**config.mk**
```make
export PLATFORM = sky130hd
export DESIGN_NAME = crc16_framed_command_parser
export DESIGN_NICKNAME = d
export VERILOG_FILES = /design/src/design/crc16p_pkg.sv /design/src/design/crc16p_front.sv /design/src/design/crc16p_jobq.sv /design/src/design/crc16p_back.sv /design/src/design/crc16_framed_command_parser.sv
export SDC_FILE = /design/constraint.sdc
export NUM_CORES = 1
export LEC_CHECK = 0
export ABC_CLOCK_PERIOD_IN_PS = 5300
export CORE_MARGIN = 4
export CORE_UTILIZATION = 38
export CTS_CLUSTER_SIZE = 30
export DETAILED_ROUTE_END_ITERATION = 10
export DONT_BUFFER_PORTS = 1
export MAX_ROUTING_LAYER = met4
export SYNTH_ARGS = -nofsm -noshare
export SYNTH_HDL_FRONTEND = slang
export SYNTH_SLANG_ARGS = --single-unit
```
**constraint.sdc**
```tcl
create_clock -name clk_i -period 5.3 [get_ports clk_i]
set_input_delay 0.795 -clock clk_i [delete_from_list [all_inputs] [get_ports clk_i]]
set_output_delay 0.795 -clock clk_i [all_outputs]
set_load 0.01 [all_outputs]
```
**src/design/crc16p_pkg.sv**
```systemverilog
// ----------------------------------------------------------------------------
// crc16p_pkg
// Shared types, constants and helper functions of the framed command parser.
// ----------------------------------------------------------------------------
package crc16p_pkg;

  localparam int NumCfg   = 8;
  localparam int CfgIdxW  = $clog2(NumCfg);
  localparam int JqDepth  = 2;
  localparam int OqDepth  = 2;
  localparam int PlMax    = 4;
  localparam int MaxArgBytes = 4;

  localparam logic [15:0] CrcInit = 16'hFFFF;
  localparam logic [15:0] CrcPoly = 16'hA001;
  localparam logic [7:0]  SofA      = 8'hAA;
  localparam logic [7:0]  SofB      = 8'h55;
  localparam logic [7:0]  ReplyAck  = 8'h80;
  localparam logic [7:0]  ReplyNack = 8'h81;
  localparam logic [7:0]  ErrCrc    = 8'h01;
  localparam logic [7:0]  ErrCmd    = 8'h03;
  localparam logic [7:0]  ErrArg    = 8'h05;

  typedef logic [NumCfg-1:0][7:0] cfg_t;

  localparam cfg_t CfgReset = {8'd19, 8'd18, 8'd17, 8'd16, 8'd4, 8'd3, 8'd2, 8'd1};

  typedef enum logic [3:0] {
    OP_PING    = 4'd0,
    OP_RESET   = 4'd1,
    OP_QUERY   = 4'd2,
    OP_ESTOP   = 4'd3,
    OP_GEAR    = 4'd4,
    OP_SERVO   = 4'd5,
    OP_CHASSIS = 4'd6,
    OP_PUSHROD = 4'd7,
    OP_NONE    = 4'd8
  } op_e;

  typedef enum logic [2:0] {
    PH_SOF0,
    PH_SOF1,
    PH_HEAD,
    PH_ARG,
    PH_CRC0,
    PH_CRC1
  } phase_e;

  typedef enum logic [1:0] {
    JOB_EXEC,
    JOB_NACK_CMD,
    JOB_NACK_CRC
  } job_kind_e;

  typedef struct packed {
    job_kind_e   kind;
    logic [7:0]  seq;
    logic [7:0]  cmd;
    logic [7:0]  arg;
  } job_t;

  typedef struct packed {
    logic [7:0] tx_byte;
    logic       tx_last;
    logic [1:0] gear;
    logic [1:0] servo;
    logic [1:0] pushrod;
    logic [6:0] speed;
    logic [5:0] trig;
  } out_t;

  // lowest register index wins on colliding codes
  function automatic op_e decode_cmd(cfg_t cfg, logic [7:0] cmd);
    op_e op;
    op = OP_NONE;
    for (int i = NumCfg - 1; i >= 0; i--) begin
      if (cfg[i] == cmd) op = op_e'(4'(i));
    end
    return op;
  endfunction

  function automatic logic [15:0] crc_add(logic [15:0] crc, logic [7:0] b);
    logic [15:0] c;
    c = crc ^ {8'h00, b};
    for (int i = 0; i < 8; i++) begin
      c = c[0] ? ((c >> 1) ^ CrcPoly) : (c >> 1);
    end
    return c;
  endfunction

  function automatic logic [6:0] gear_speed(logic [1:0] g);
    logic [6:0] s;
    unique case (g)
      2'd0:    s = 7'd0;
      2'd1:    s = 7'd70;
      2'd2:    s = 7'd85;
      default: s = 7'd100;
    endcase
    return s;
  endfunction

endpackage

```
**src/design/crc16p_front.sv**
```systemverilog
// ----------------------------------------------------------------------------
// crc16p_front
// Receive side: sync hunt, header/argument capture, CRC check, job issue.
// ----------------------------------------------------------------------------
module crc16p_front (
  input  logic              clk_i,
  input  logic              rst_ni,
  input  logic              accept_i,
  input  logic [7:0]        rx_byte_i,
  input  crc16p_pkg::cfg_t  cfg_i,
  output logic              job_we_o,
  output crc16p_pkg::job_t  job_o
);

  crc16p_pkg::phase_e phase_q, phase_d;
  logic        head_cnt_q, head_cnt_d;
  logic [7:0]  seq_q, seq_d;
  logic [7:0]  cmd_q, cmd_d;
  logic [7:0]  arg_q, arg_d;
  logic [7:0]  crc_lo_q, crc_lo_d;
  logic [15:0] crc_q, crc_d;
  logic [15:0] crc_nxt;
  crc16p_pkg::op_e op;

  assign crc_nxt = crc16p_pkg::crc_add(crc_q, rx_byte_i);
  assign op      = crc16p_pkg::decode_cmd(cfg_i, rx_byte_i);

  always_comb begin
    phase_d    = phase_q;
    head_cnt_d = head_cnt_q;
    seq_d      = seq_q;
    cmd_d      = cmd_q;
    arg_d      = arg_q;
    crc_lo_d   = crc_lo_q;
    crc_d      = crc_q;
    job_we_o   = 1'b0;
    job_o.kind = crc16p_pkg::JOB_EXEC;
    job_o.seq  = seq_q;
    job_o.cmd  = cmd_q;
    job_o.arg  = arg_q;
    if (accept_i) begin
      unique case (phase_q)
        crc16p_pkg::PH_SOF0: begin
          if (rx_byte_i == crc16p_pkg::SofA) phase_d = crc16p_pkg::PH_SOF1;
        end
        crc16p_pkg::PH_SOF1: begin
          if (rx_byte_i == crc16p_pkg::SofB) begin
            head_cnt_d = 1'b0;
            crc_d      = crc16p_pkg::CrcInit;
            phase_d    = crc16p_pkg::PH_HEAD;
          end else if (rx_byte_i != crc16p_pkg::SofA) begin
            phase_d = crc16p_pkg::PH_SOF0;
          end
        end
        crc16p_pkg::PH_HEAD: begin
          crc_d = crc_nxt;
          if (!head_cnt_q) begin
            seq_d      = rx_byte_i;
            head_cnt_d = 1'b1;
          end else begin
            cmd_d = rx_byte_i;
            if (op == crc16p_pkg::OP_NONE) begin
              job_we_o   = 1'b1;
              job_o.kind = crc16p_pkg::JOB_NACK_CMD;
              job_o.cmd  = rx_byte_i;
              phase_d    = crc16p_pkg::PH_SOF0;
            end else if (op < crc16p_pkg::OP_GEAR) begin
              phase_d = crc16p_pkg::PH_CRC0;
            end else begin
              phase_d = crc16p_pkg::PH_ARG;
            end
          end
        end
        crc16p_pkg::PH_ARG: begin
          crc_d   = crc_nxt;
          arg_d   = rx_byte_i;
          phase_d = crc16p_pkg::PH_CRC0;
        end
        crc16p_pkg::PH_CRC0: begin
          crc_lo_d = rx_byte_i;
          phase_d  = crc16p_pkg::PH_CRC1;
        end
        crc16p_pkg::PH_CRC1: begin
          job_we_o   = 1'b1;
          job_o.kind = ({rx_byte_i, crc_lo_q} == crc_q) ? crc16p_pkg::JOB_EXEC
                                                       : crc16p_pkg::JOB_NACK_CRC;
          phase_d    = crc16p_pkg::PH_SOF0;
        end
        default: begin
          phase_d = crc16p_pkg::PH_SOF0;
        end
      endcase
    end
  end

  always_ff @(posedge clk_i or negedge rst_ni) begin
    if (!rst_ni) begin
      phase_q    <= crc16p_pkg::PH_SOF0;
      head_cnt_q <= 1'b0;
      crc_q      <= crc16p_pkg::CrcInit;
    end else begin
      phase_q    <= phase_d;
      head_cnt_q <= head_cnt_d;
      crc_q      <= crc_d;
    end
  end

  always_ff @(posedge clk_i) begin
    seq_q    <= seq_d;
    cmd_q    <= cmd_d;
    arg_q    <= arg_d;
    crc_lo_q <= crc_lo_d;
  end

endmodule

```
**src/design/crc16p_jobq.sv**
```systemverilog
// ----------------------------------------------------------------------------
// crc16p_jobq
// Short queue of decoded frame jobs between the receive and execute sides.
// ----------------------------------------------------------------------------
module crc16p_jobq (
  input  logic              clk_i,
  input  logic              rst_ni,
  input  logic              we_i,
  input  crc16p_pkg::job_t  job_i,
  input  logic              re_i,
  output crc16p_pkg::job_t  job_o,
  output logic              full_o,
  output logic              avail_o
);

  localparam int PtrW = $clog2(crc16p_pkg::JqDepth);
  localparam int CntW = $clog2(crc16p_pkg::JqDepth + 1);

  crc16p_pkg::job_t mem_q [crc16p_pkg::JqDepth];
  logic [PtrW-1:0] wptr_q, rptr_q;
  logic [CntW-1:0] cnt_q;

  assign full_o  = (cnt_q == CntW'(crc16p_pkg::JqDepth));
  assign avail_o = (cnt_q != '0);
  assign job_o   = mem_q[rptr_q];

  always_ff @(posedge clk_i) begin
    if (we_i) mem_q[wptr_q] <= job_i;
  end

  always_ff @(posedge clk_i or negedge rst_ni) begin
    if (!rst_ni) begin
      wptr_q <= '0;
      rptr_q <= '0;
      cnt_q  <= '0;
    end else begin
      if (we_i) wptr_q <= (wptr_q == PtrW'(crc16p_pkg::JqDepth - 1)) ? '0 : wptr_q + 1'b1;
      if (re_i) rptr_q <= (rptr_q == PtrW'(crc16p_pkg::JqDepth - 1)) ? '0 : rptr_q + 1'b1;
      if (we_i && !re_i)      cnt_q <= cnt_q + 1'b1;
      else if (!we_i && re_i) cnt_q <= cnt_q - 1'b1;
    end
  end

endmodule

```
**src/design/crc16p_back.sv**
```systemverilog
// ----------------------------------------------------------------------------
// crc16p_back
// Execute side: runs jobs, updates actuator state, streams reply frames.
// ----------------------------------------------------------------------------
module crc16p_back #(
  parameter int MaxArgBytes = crc16p_pkg::MaxArgBytes
) (
  input  logic              clk_i,
  input  logic              rst_ni,
  input  crc16p_pkg::cfg_t  cfg_i,
  input  logic              job_avail_i,
  input  crc16p_pkg::job_t  job_i,
  output logic              job_re_o,
  input  logic              pop_i,
  output logic              empty_o,
  output crc16p_pkg::out_t  out_o
);

  localparam int OPtrW = $clog2(crc16p_pkg::OqDepth);
  localparam int OCntW = $clog2(crc16p_pkg::OqDepth + 1);

  logic        busy_q;
  logic [3:0]  idx_q;
  logic [7:0]  seq_q, rcmd_q;
  logic [7:0]  pl_q [crc16p_pkg::PlMax];
  logic [2:0]  plen_q;
  logic [15:0] crc_q;
  logic [1:0]  gear_q, servo_q, pushrod_q;
  logic [6:0]  speed_q;
  logic [5:0]  trig_q;

  crc16p_pkg::op_e op;
  logic [1:0]  ex_gear, ex_servo, ex_pushrod;
  logic [6:0]  ex_speed;
  logic [5:0]  ex_trig;
  logic [7:0]  ex_rcmd, ex_p1;
  logic [2:0]  ex_plen;
  logic        ex_status;

  logic        oq_full, emit, last, load, crc_upd, oq_re;
  logic [3:0]  pl_end;
  logic [7:0]  tx;
  crc16p_pkg::out_t oq_q [crc16p_pkg::OqDepth];
  crc16p_pkg::out_t owr;
  logic [OPtrW-1:0] owp_q, orp_q;
  logic [OCntW-1:0] ocnt_q;

  // job execution
  always_comb begin
    op         = crc16p_pkg::decode_cmd(cfg_i, job_i.cmd);
    ex_gear    = gear_q;
    ex_servo   = servo_q;
    ex_pushrod = pushrod_q;
    ex_speed   = speed_q;
    ex_trig    = trig_q;
    ex_rcmd    = crc16p_pkg::ReplyAck;
    ex_p1      = 8'h00;
    ex_plen    = 3'd2;
    ex_status  = 1'b0;
    unique case (job_i.kind)
      crc16p_pkg::JOB_NACK_CMD: begin
        ex_rcmd = crc16p_pkg::ReplyNack;
        ex_p1   = crc16p_pkg::ErrCmd;
      end
      crc16p_pkg::JOB_NACK_CRC: begin
        ex_rcmd = crc16p_pkg::ReplyNack;
        ex_p1   = crc16p_pkg::ErrCrc;
      end
      default: begin
        unique case (op)
          crc16p_pkg::OP_PING, crc16p_pkg::OP_RESET: begin
          end
          crc16p_pkg::OP_QUERY: begin
            ex_status = 1'b1;
            ex_rcmd   = cfg_i[crc16p_pkg::OP_QUERY];
            ex_plen   = 3'd4;
          end
          crc16p_pkg::OP_ESTOP: begin
            ex_servo   = 2'd0;
            ex_gear    = 2'd0;
            ex_speed   = crc16p_pkg::gear_speed(2'd0);
            ex_trig    = 6'h08;
            ex_pushrod = 2'd0;
          end
          crc16p_pkg::OP_GEAR: begin
            if (job_i.arg > 8'd3) begin
              ex_rcmd = crc16p_pkg::ReplyNack;
              ex_p1   = crc16p_pkg::ErrArg;
            end else begin
              ex_gear  = job_i.arg[1:0];
              ex_speed = crc16p_pkg::gear_speed(job_i.arg[1:0]);
            end
          end
          crc16p_pkg::OP_SERVO: begin
            if (job_i.arg > 8'd3) begin
              ex_rcmd = crc16p_pkg::ReplyNack;
              ex_p1   = crc16p_pkg::ErrArg;
            end else begin
              ex_servo = job_i.arg[1:0];
            end
          end
          crc16p_pkg::OP_CHASSIS: begin
            if (job_i.arg == 8'd4)      ex_trig = trig_q | 6'h01;
            else if (job_i.arg == 8'd1) ex_trig = trig_q | 6'h02;
            else if (job_i.arg == 8'd5) ex_trig = trig_q | 6'h04;
            else begin
              ex_rcmd = crc16p_pkg::ReplyNack;
              ex_p1   = crc16p_pkg::ErrArg;
            end
          end
          crc16p_pkg::OP_PUSHROD: begin
            if (job_i.arg > 8'd2) begin
              ex_rcmd = crc16p_pkg::ReplyNack;
              ex_p1   = crc16p_pkg::ErrArg;
            end else begin
              ex_trig    = trig_q | (6'h08 << job_i.arg[1:0]);
              ex_pushrod = job_i.arg[1:0];
            end
          end
          default: begin
            ex_rcmd = crc16p_pkg::ReplyNack;
            ex_p1   = crc16p_pkg::ErrCmd;
          end
        endcase
      end
    endcase
  end

  // reply byte sequencer
  assign pl_end  = 4'd4 + {1'b0, plen_q};
  assign oq_full = (ocnt_q == OCntW'(crc16p_pkg::OqDepth));
  assign emit    = busy_q && !oq_full;
  assign last    = (idx_q == pl_end + 4'd1);
  assign load    = job_avail_i && (!busy_q || (emit && last));
  assign crc_upd = (idx_q >= 4'd2) && (idx_q < pl_end);
  assign job_re_o = load;

  always_comb begin
    if (idx_q == 4'd0)       tx = crc16p_pkg::SofA;
    else if (idx_q == 4'd1)  tx = crc16p_pkg::SofB;
    else if (idx_q == 4'd2)  tx = seq_q;
    else if (idx_q == 4'd3)  tx = rcmd_q;
    else if (idx_q < pl_end) tx = pl_q[2'(idx_q - 4'd4)];
    else if (idx_q == pl_end) tx = crc_q[7:0];
    else                     tx = crc_q[15:8];
  end

  always_comb begin
    owr.tx_byte = tx;
    owr.tx_last = last;
    owr.gear    = gear_q;
    owr.servo   = servo_q;
    owr.pushrod = pushrod_q;
    owr.speed   = speed_q;
    owr.trig    = trig_q;
  end

  always_ff @(posedge clk_i or negedge rst_ni) begin
    if (!rst_ni) begin
      busy_q    <= 1'b0;
      idx_q     <= '0;
      crc_q     <= crc16p_pkg::CrcInit;
      gear_q    <= '0;
      servo_q   <= '0;
      pushrod_q <= '0;
      speed_q   <= '0;
      trig_q    <= '0;
    end else if (load) begin
      busy_q    <= (int'(ex_plen) <= MaxArgBytes);
      idx_q     <= '0;
      crc_q     <= crc16p_pkg::CrcInit;
      gear_q    <= ex_gear;
      servo_q   <= ex_servo;
      pushrod_q <= ex_pushrod;
      speed_q   <= ex_speed;
      trig_q    <= ex_trig;
    end else if (emit) begin
      if (last) busy_q <= 1'b0;
      idx_q <= idx_q + 4'd1;
      if (crc_upd) crc_q <= crc16p_pkg::crc_add(crc_q, tx);
    end
  end

  always_ff @(posedge clk_i) begin
    if (load) begin
      seq_q    <= job_i.seq;
      rcmd_q   <= ex_rcmd;
      plen_q   <= ex_plen;
      if (ex_status) begin
        pl_q[0] <= {6'd0, gear_q};
        pl_q[1] <= {6'd0, servo_q};
        pl_q[2] <= {6'd0, pushrod_q};
      end else begin
        pl_q[0] <= job_i.cmd;
        pl_q[1] <= ex_p1;
        pl_q[2] <= 8'h00;
      end
      pl_q[3] <= 8'h00;
    end
  end

  // result queue
  assign oq_re   = pop_i && (ocnt_q != '0);
  assign empty_o = (ocnt_q == '0);
  assign out_o   = oq_q[orp_q];

  always_ff @(posedge clk_i) begin
    if (emit) oq_q[owp_q] <= owr;
  end

  always_ff @(posedge clk_i or negedge rst_ni) begin
    if (!rst_ni) begin
      owp_q  <= '0;
      orp_q  <= '0;
      ocnt_q <= '0;
    end else begin
      if (emit)  owp_q <= (owp_q == OPtrW'(crc16p_pkg::OqDepth - 1)) ? '0 : owp_q + 1'b1;
      if (oq_re) orp_q <= (orp_q == OPtrW'(crc16p_pkg::OqDepth - 1)) ? '0 : orp_q + 1'b1;
      if (emit && !oq_re)      ocnt_q <= ocnt_q + 1'b1;
      else if (!emit && oq_re) ocnt_q <= ocnt_q - 1'b1;
    end
  end

endmodule

```
**src/design/crc16_framed_command_parser.sv**
```systemverilog
// ----------------------------------------------------------------------------
// crc16_framed_command_parser
// Takes one received byte per cycle while the job queue is not full; a frame's
// final CRC byte leads to its reply, one byte per cycle while the result queue has room.
// Reply length is set by the back-end byte sequencer (8 or 10 bytes per frame).
// Reset is asynchronous: config returns to default codes, control state clears
// (data registers and queue storage keep their contents), no clearing pass.
// ----------------------------------------------------------------------------
module crc16_framed_command_parser #(
  parameter int MaxArgBytes = crc16p_pkg::MaxArgBytes
) (
  input  logic                          clk_i,
  input  logic                          rst_ni,
  input  logic                          push,
  output logic                          full,
  input  logic [7:0]                    rx_byte_i,
  output logic                          empty,
  input  logic                          pop,
  output logic [7:0]                    tx_byte_o,
  output logic                          tx_last_o,
  output logic [1:0]                    gear_now_o,
  output logic [1:0]                    servo_now_o,
  output logic [1:0]                    pushrod_now_o,
  output logic [6:0]                    throw_speed_o,
  output logic [5:0]                    trigger_lines_o,
  input  logic                          cfg_we_i,
  input  logic [crc16p_pkg::CfgIdxW-1:0] cfg_idx_i,
  input  logic [7:0]                    cfg_data_i
);

  crc16p_pkg::cfg_t cfg_q;
  crc16p_pkg::job_t job_in, job_out;
  crc16p_pkg::out_t res;
  logic job_we, job_re, jq_full, jq_avail;

  always_ff @(posedge clk_i or negedge rst_ni) begin
    if (!rst_ni) begin
      cfg_q <= crc16p_pkg::CfgReset;
    end else if (cfg_we_i) begin
      cfg_q[cfg_idx_i] <= cfg_data_i;
    end
  end

  assign full = jq_full;

  crc16p_front u_front (
    .clk_i     (clk_i),
    .rst_ni    (rst_ni),
    .accept_i  (push && !jq_full),
    .rx_byte_i (rx_byte_i),
    .cfg_i     (cfg_q),
    .job_we_o  (job_we),
    .job_o     (job_in)
  );

  crc16p_jobq u_jobq (
    .clk_i   (clk_i),
    .rst_ni  (rst_ni),
    .we_i    (job_we),
    .job_i   (job_in),
    .re_i    (job_re),
    .job_o   (job_out),
    .full_o  (jq_full),
    .avail_o (jq_avail)
  );

  crc16p_back #(
    .MaxArgBytes (MaxArgBytes)
  ) u_back (
    .clk_i       (clk_i),
    .rst_ni      (rst_ni),
    .cfg_i       (cfg_q),
    .job_avail_i (jq_avail),
    .job_i       (job_out),
    .job_re_o    (job_re),
    .pop_i       (pop),
    .empty_o     (empty),
    .out_o       (res)
  );

  assign tx_byte_o       = res.tx_byte;
  assign tx_last_o       = res.tx_last;
  assign gear_now_o      = res.gear;
  assign servo_now_o     = res.servo;
  assign pushrod_now_o   = res.pushrod;
  assign throw_speed_o   = res.speed;
  assign trigger_lines_o = res.trig;

endmodule
```
==> impl_metrics.prom <==
# TYPE chip_impl_metric gauge
chip_impl_metric{name="multiInputGateArea",unit="sq mm"} 0.00573
chip_impl_metric{name="remaining_drc_errors",unit=""} 0
chip_impl_metric{name="setup_viol",unit=""} 0
chip_impl_metric{name="synth_async_sr_flop_share",unit="%"} 43.9
chip_impl_info{name="grt_setup_unrepaired",value="false"} 1
chip_impl_metric{name="die_height",unit="um"} 201
chip_impl_metric{name="grt_pass1_wl",unit="mm"} 50.7
chip_impl_info{name="ys_top_cells_by_count",value="sky130_fd_sc_hd__edfxtp_1 (165), sky130_fd_sc_hd__xnor2_1 (139), sky130_fd_sc_hd__mux2_2 (110)"} 1
chip_impl_metric{name="setup_skew",unit="ns"} 0.0158
chip_impl_metric{name="timing.reg2reg.setup_slack",unit="ns"} 1.37
chip_impl_metric{name="crit_required",unit="ns"} 5.71
chip_impl_metric{name="tns",unit="ns"} 0
chip_impl_metric{name="syn_avg_cell_area",unit="sq um"} 13.3
chip_impl_metric{name="fin_nets",unit=""} 1105
chip_impl_info{name="postSynth.topFlopCell",value="sky130_fd_sc_hd__edfxtp_1"} 1
chip_impl_metric{name="global_route_met3_utilization",unit="%"} 3.16
chip_impl_info{name="synthDominantAreaCellType",value="sky130_fd_sc_hd__edfxtp_1"} 1
chip_impl_metric{name="timing.critical_path.fanout_max",unit=""} 9
chip_impl_metric{name="cts.htree.levels",unit=""} 1
chip_impl_metric{name="ctsLongestPathBuffers",unit=""} 3
chip_impl_info{name="synth_most_common_cell",value="sky130_fd_sc_hd__edfxtp_1"} 1
chip_impl_metric{name="ant_nets",unit=""} 0
chip_impl_metric{name="finish.utilization",unit="%"} 42.7
chip_impl_metric{name="core",unit="sq mm"} 0.0368
chip_impl_metric{name="final_max_slew_viol_count",unit=""} 0
chip_impl_metric{name="groute.layer.met1.usage",unit="%"} 22.7
chip_impl_metric{name="route.vias.total",unit=""} 8251
chip_impl_metric{name="area_of_the_die",unit="sq mm"} 0.0406
chip_impl_metric{name="leak",unit="uW"} 0.00569
chip_impl_metric{name="hold_violations",unit=""} 0
chip_impl_info{name="critical_path.endpoint_type",value="flop"} 1
chip_impl_metric{name="yosys_register_bits",unit=""} 294
chip_impl_info{name="run_status",value="complete, no violations"} 1
chip_impl_info{name="setup.worst_path.start_class",value="flop"} 1
chip_impl_metric{name="tritoncts.num_buffers",unit=""} 30
chip_impl_metric{name="pin_count_of_the_biggest_net_entering_global_routing",unit=""} 85
chip_impl_metric{name="share_of_layout_cells_above_drive_strength_1",unit="%"} 21.7
chip_impl_metric{name="cts.sinks",unit=""} 294
chip_impl_metric{name="cp_data_arrival_time",unit="ns"} 4.34
chip_impl_metric{name="detail_route.iter0.violations",unit=""} 478
chip_impl_metric{name="first_global_vias",unit=""} 8559
chip_impl_metric{name="post_synth_num_cell_types",unit=""} 71
chip_impl_metric{name="gr-total-overflow",unit=""} 0
chip_impl_metric{name="antenna_cells",unit=""} 0
chip_impl_metric{name="drt_pass1_iterations",unit=""} 5
chip_impl_info{name="cts_tree",value="done"} 1
chip_impl_metric{name="critical_path.max_stage_delay",unit="ns"} 0.94
chip_impl_info{name="synth.area.top_cells",value="sky130_fd_sc_hd__edfxtp_1 (35%), sky130_fd_sc_hd__dfrtp_1 (15%), sky130_fd_sc_hd__mux2_2 (8.7%)"} 1
chip_impl_info{name="hold_class",value="in -> async"} 1
chip_impl_metric{name="detail_route.wirelength",unit="mm"} 32.1
chip_impl_info{name="root_buffer",value="sky130_fd_sc_hd__clkbuf_16"} 1
chip_impl_metric{name="clkSlewWorstSetupHoldPaths",unit="ns"} 0.06
chip_impl_metric{name="warnings_from_yosys",unit=""} 0
chip_impl_metric{name="minimum_clock_period",unit="ns"} 3.93
chip_impl_metric{name="globalplace.congestion",unit=""} 0.880
chip_impl_metric{name="port-buffer-count",unit=""} 0
chip_impl_metric{name="max_cap_viol_count",unit=""} 0
chip_impl_metric{name="timing.max_slew.rel_slack",unit="%"} 19.1
chip_impl_metric{name="synth.cell_area",unit="sq mm"} 0.0142
chip_impl_metric{name="number_of_resized_instances_in_the_post_cts_repair_step",unit=""} 0
chip_impl_metric{name="worstMarginPinSlew",unit="ns"} 1.20
chip_impl_metric{name="synthDominantCellAreaShare",unit="%"} 34.9
chip_impl_info{name="cpMostUsedCell",value="sky130_fd_sc_hd__nand2_1"} 1
chip_impl_metric{name="initial_utilization",unit="%"} 38.6
chip_impl_metric{name="synthToLayoutAreaGrowth",unit="%"} 10.5
chip_impl_metric{name="fp.dieW",unit="um"} 201
chip_impl_info{name="crit_chain",value="mux2i_4 > xnor2_1 > nor4_1 > nand2_1 > o21ai_1 > a21boi_2 > o21ai_2 > nand2_1 > or4_1 > o2bb2ai_1"} 1
chip_impl_metric{name="standard_cell_rows",unit=""} 70
chip_impl_metric{name="clock_latency",unit="ns"} 0.56
chip_impl_metric{name="avgRoutedWirePerCell",unit="um"} 20.5
chip_impl_metric{name="syn_nets",unit=""} 1101
chip_impl_metric{name="yosysSeqAreaShare",unit="%"} 58.0
chip_impl_metric{name="synth_enable_flop_cells",unit=""} 165
chip_impl_metric{name="final_min_period_over_clock_period",unit="%"} 74.2
chip_impl_metric{name="powerDensity",unit="mW/mm^2"} 631
chip_impl_metric{name="highest_clock_rate",unit="GHz"} 0.254
chip_impl_metric{name="grt.met2_usage",unit="%"} 24.6
chip_impl_metric{name="postSynthCellCount",unit=""} 1068
chip_impl_info{name="critPathKind",value="reg -> reg"} 1
chip_impl_metric{name="grt_antenna_before_repair",unit=""} 0
chip_impl_metric{name="num-fill-cells",unit=""} 3388
chip_impl_info{name="cp_slowest_cell",value="sky130_fd_sc_hd__dfrtp_1"} 1
chip_impl_metric{name="routed_via_density",unit=""} 5.28
chip_impl_metric{name="vdd.ir_drop.worst",unit="mV"} 0.477
chip_impl_metric{name="top_level_ports",unit=""} 54
chip_impl_metric{name="grt.total_usage",unit="%"} 16.1
chip_impl_info{name="gr-max-usage-layer",value="met2"} 1
chip_impl_metric{name="hpwl",unit="mm"} 20.8
chip_impl_metric{name="ff_latch_area",unit="sq mm"} 0.00824
==> final timing paths <==
check | start | cells after the start | end
min in group clk_i | rx_byte_i[6] | 0 | u_front.seq_q[6]$_DFFE_PP_
hold / removal | rst_ni | 0 | cfg_q[40]$_DFFE_PN1P_
setup reg to reg | u_jobq.rptr_q$_DFFE_PN0P_ | 10 | u_back.servo_q[1]$_DFFE_PN0P_
hold reg to reg | u_front.seq_q[2]$_DFFE_PP_ | 0 | u_jobq.mem_q[1][18]$_DFFE_PP_
max in group asynchronous | rst_ni | 1 | u_back.orp_q$_DFFE_PN0P_
setup / recovery | u_jobq.rptr_q$_DFFE_PN0P_ | 10 | u_back.servo_q[1]$_DFFE_PN0P_
==> report_power, final <==
group / internal, uW / switching [uW] / total, uW / leakage [uW]
combinational: 1890 / 2100 / 3990 / 0.00217
sequential: 3300 / 505 / 3800 / 0.00304
clock: 1250 / 866 / 2120 / 0.000481
==> registers in the layout (all words and copies together), names as in the netlist, 13 cells and up <==
| signal | count |
|---|---|
| u_back.crc_q | 16 |
| u_jobq.mem_q | 52 |
| cfg_q | 64 |
| u_front.crc_q | 16 |
| u_back.oq_q | 50 |
| u_back.pl_q | 13 |
==> worst max-delay path: cells and delay by family (launching register included) <==
| family | cells | cell delay [ns] |
|---|---|---|
| AOI/OAI and AO/OA | 4 | 0.70 |
| xor gates and xnor gates | 1 | 0.13 |
| DFF | 1 | 0.94 |
| muxes | 1 | 0.74 |
| and+or+nand+nor | 4 | 1.27 |
==> through the flow <==
step / instances / hold slack, ns / total power (uW) / worst slack, ns / area [sq um]
2_1_floorplan: 1068 / 0.421 / 7050 / 1.23 / 14200
3_3_place_gp: 1507 / 0.422 / 7810 / 1.42 / 14700
3_5_place_dp: 1507 / 0.431 / 7850 / 1.39 / 14700
4_1_cts: 1564 / 0.0466 / 10000 / 1.36 / 15700
5_1_grt: 1564 / 0.0461 / 10600 / 1.10 / 15700
6_report: 1564 / 0.0817 / 9910 / 1.37 / 15700
==> routing by layer <==
metal	vias to the layer above	routed length (um)
met2	216	14500
li1	3868	-
met1	4120	15200
met3	47	1720
met4	0	723
met5	-	0
==> layout make-up <==
type	instances	share of cell area (%)
clock inverters	14	0.916
inverters	13	0.311
multi-input cells	720	36.5
well taps	468	3.73
repair buffers	13	0.749
clock buffers	42	5.39
flip-flops and latches	294	52.5
==> cells in the final DEF, fill, tap and decap left out, drive strengths merged, types with 3 or more instances in the layout <==
master,n
nand4b,6
a211o,3
nand2,54
mux2,116
nand3,8
a31oi,5
nand4,23
o21ai,25
nor2,62
nor2b,6
or2,3
o211ai,12
ha,9
o31ai,6
clkinv,11
dfrtp,84
clkbuf,42
inv,12
and3,10
buf,13
mux2i,29
a22oi,3
dfstp,45
edfxtp,165
bufinv,3
nor3,13
xor2,61
a21oi,26
nor4,24
nor3b,4
o21a,7
and2,8
nand2b,14
o22a,14
xnor2,139
==> cells by family (layout without fill, tap and decap cells) <==
logic type               after synthesis  in the layout  synth area share (%)
XOR/XNOR                             202            202                  12.6
buffers and inverters                 54             82                  1.80
adder cells (fa/ha/maj)                9              9                 0.792
AO/OA/AOI/OAI                        117            117                  5.61
other                                  1              1                0.0264
multiplexers                         145            145                  12.1
flip-flops                           294            294                  58.0
AND/OR/NAND/NOR                      246            246                  9.05
==> what timing repair did <==
action                                 4_1_cts  5_1_grt
endpoints found under the hold margin       84        0
buffers inserted                             0        0
setup endpoints to repair                    0        0
hold buffers                                 1        0
Note: power is estimated with default switching activity, not from simulation.
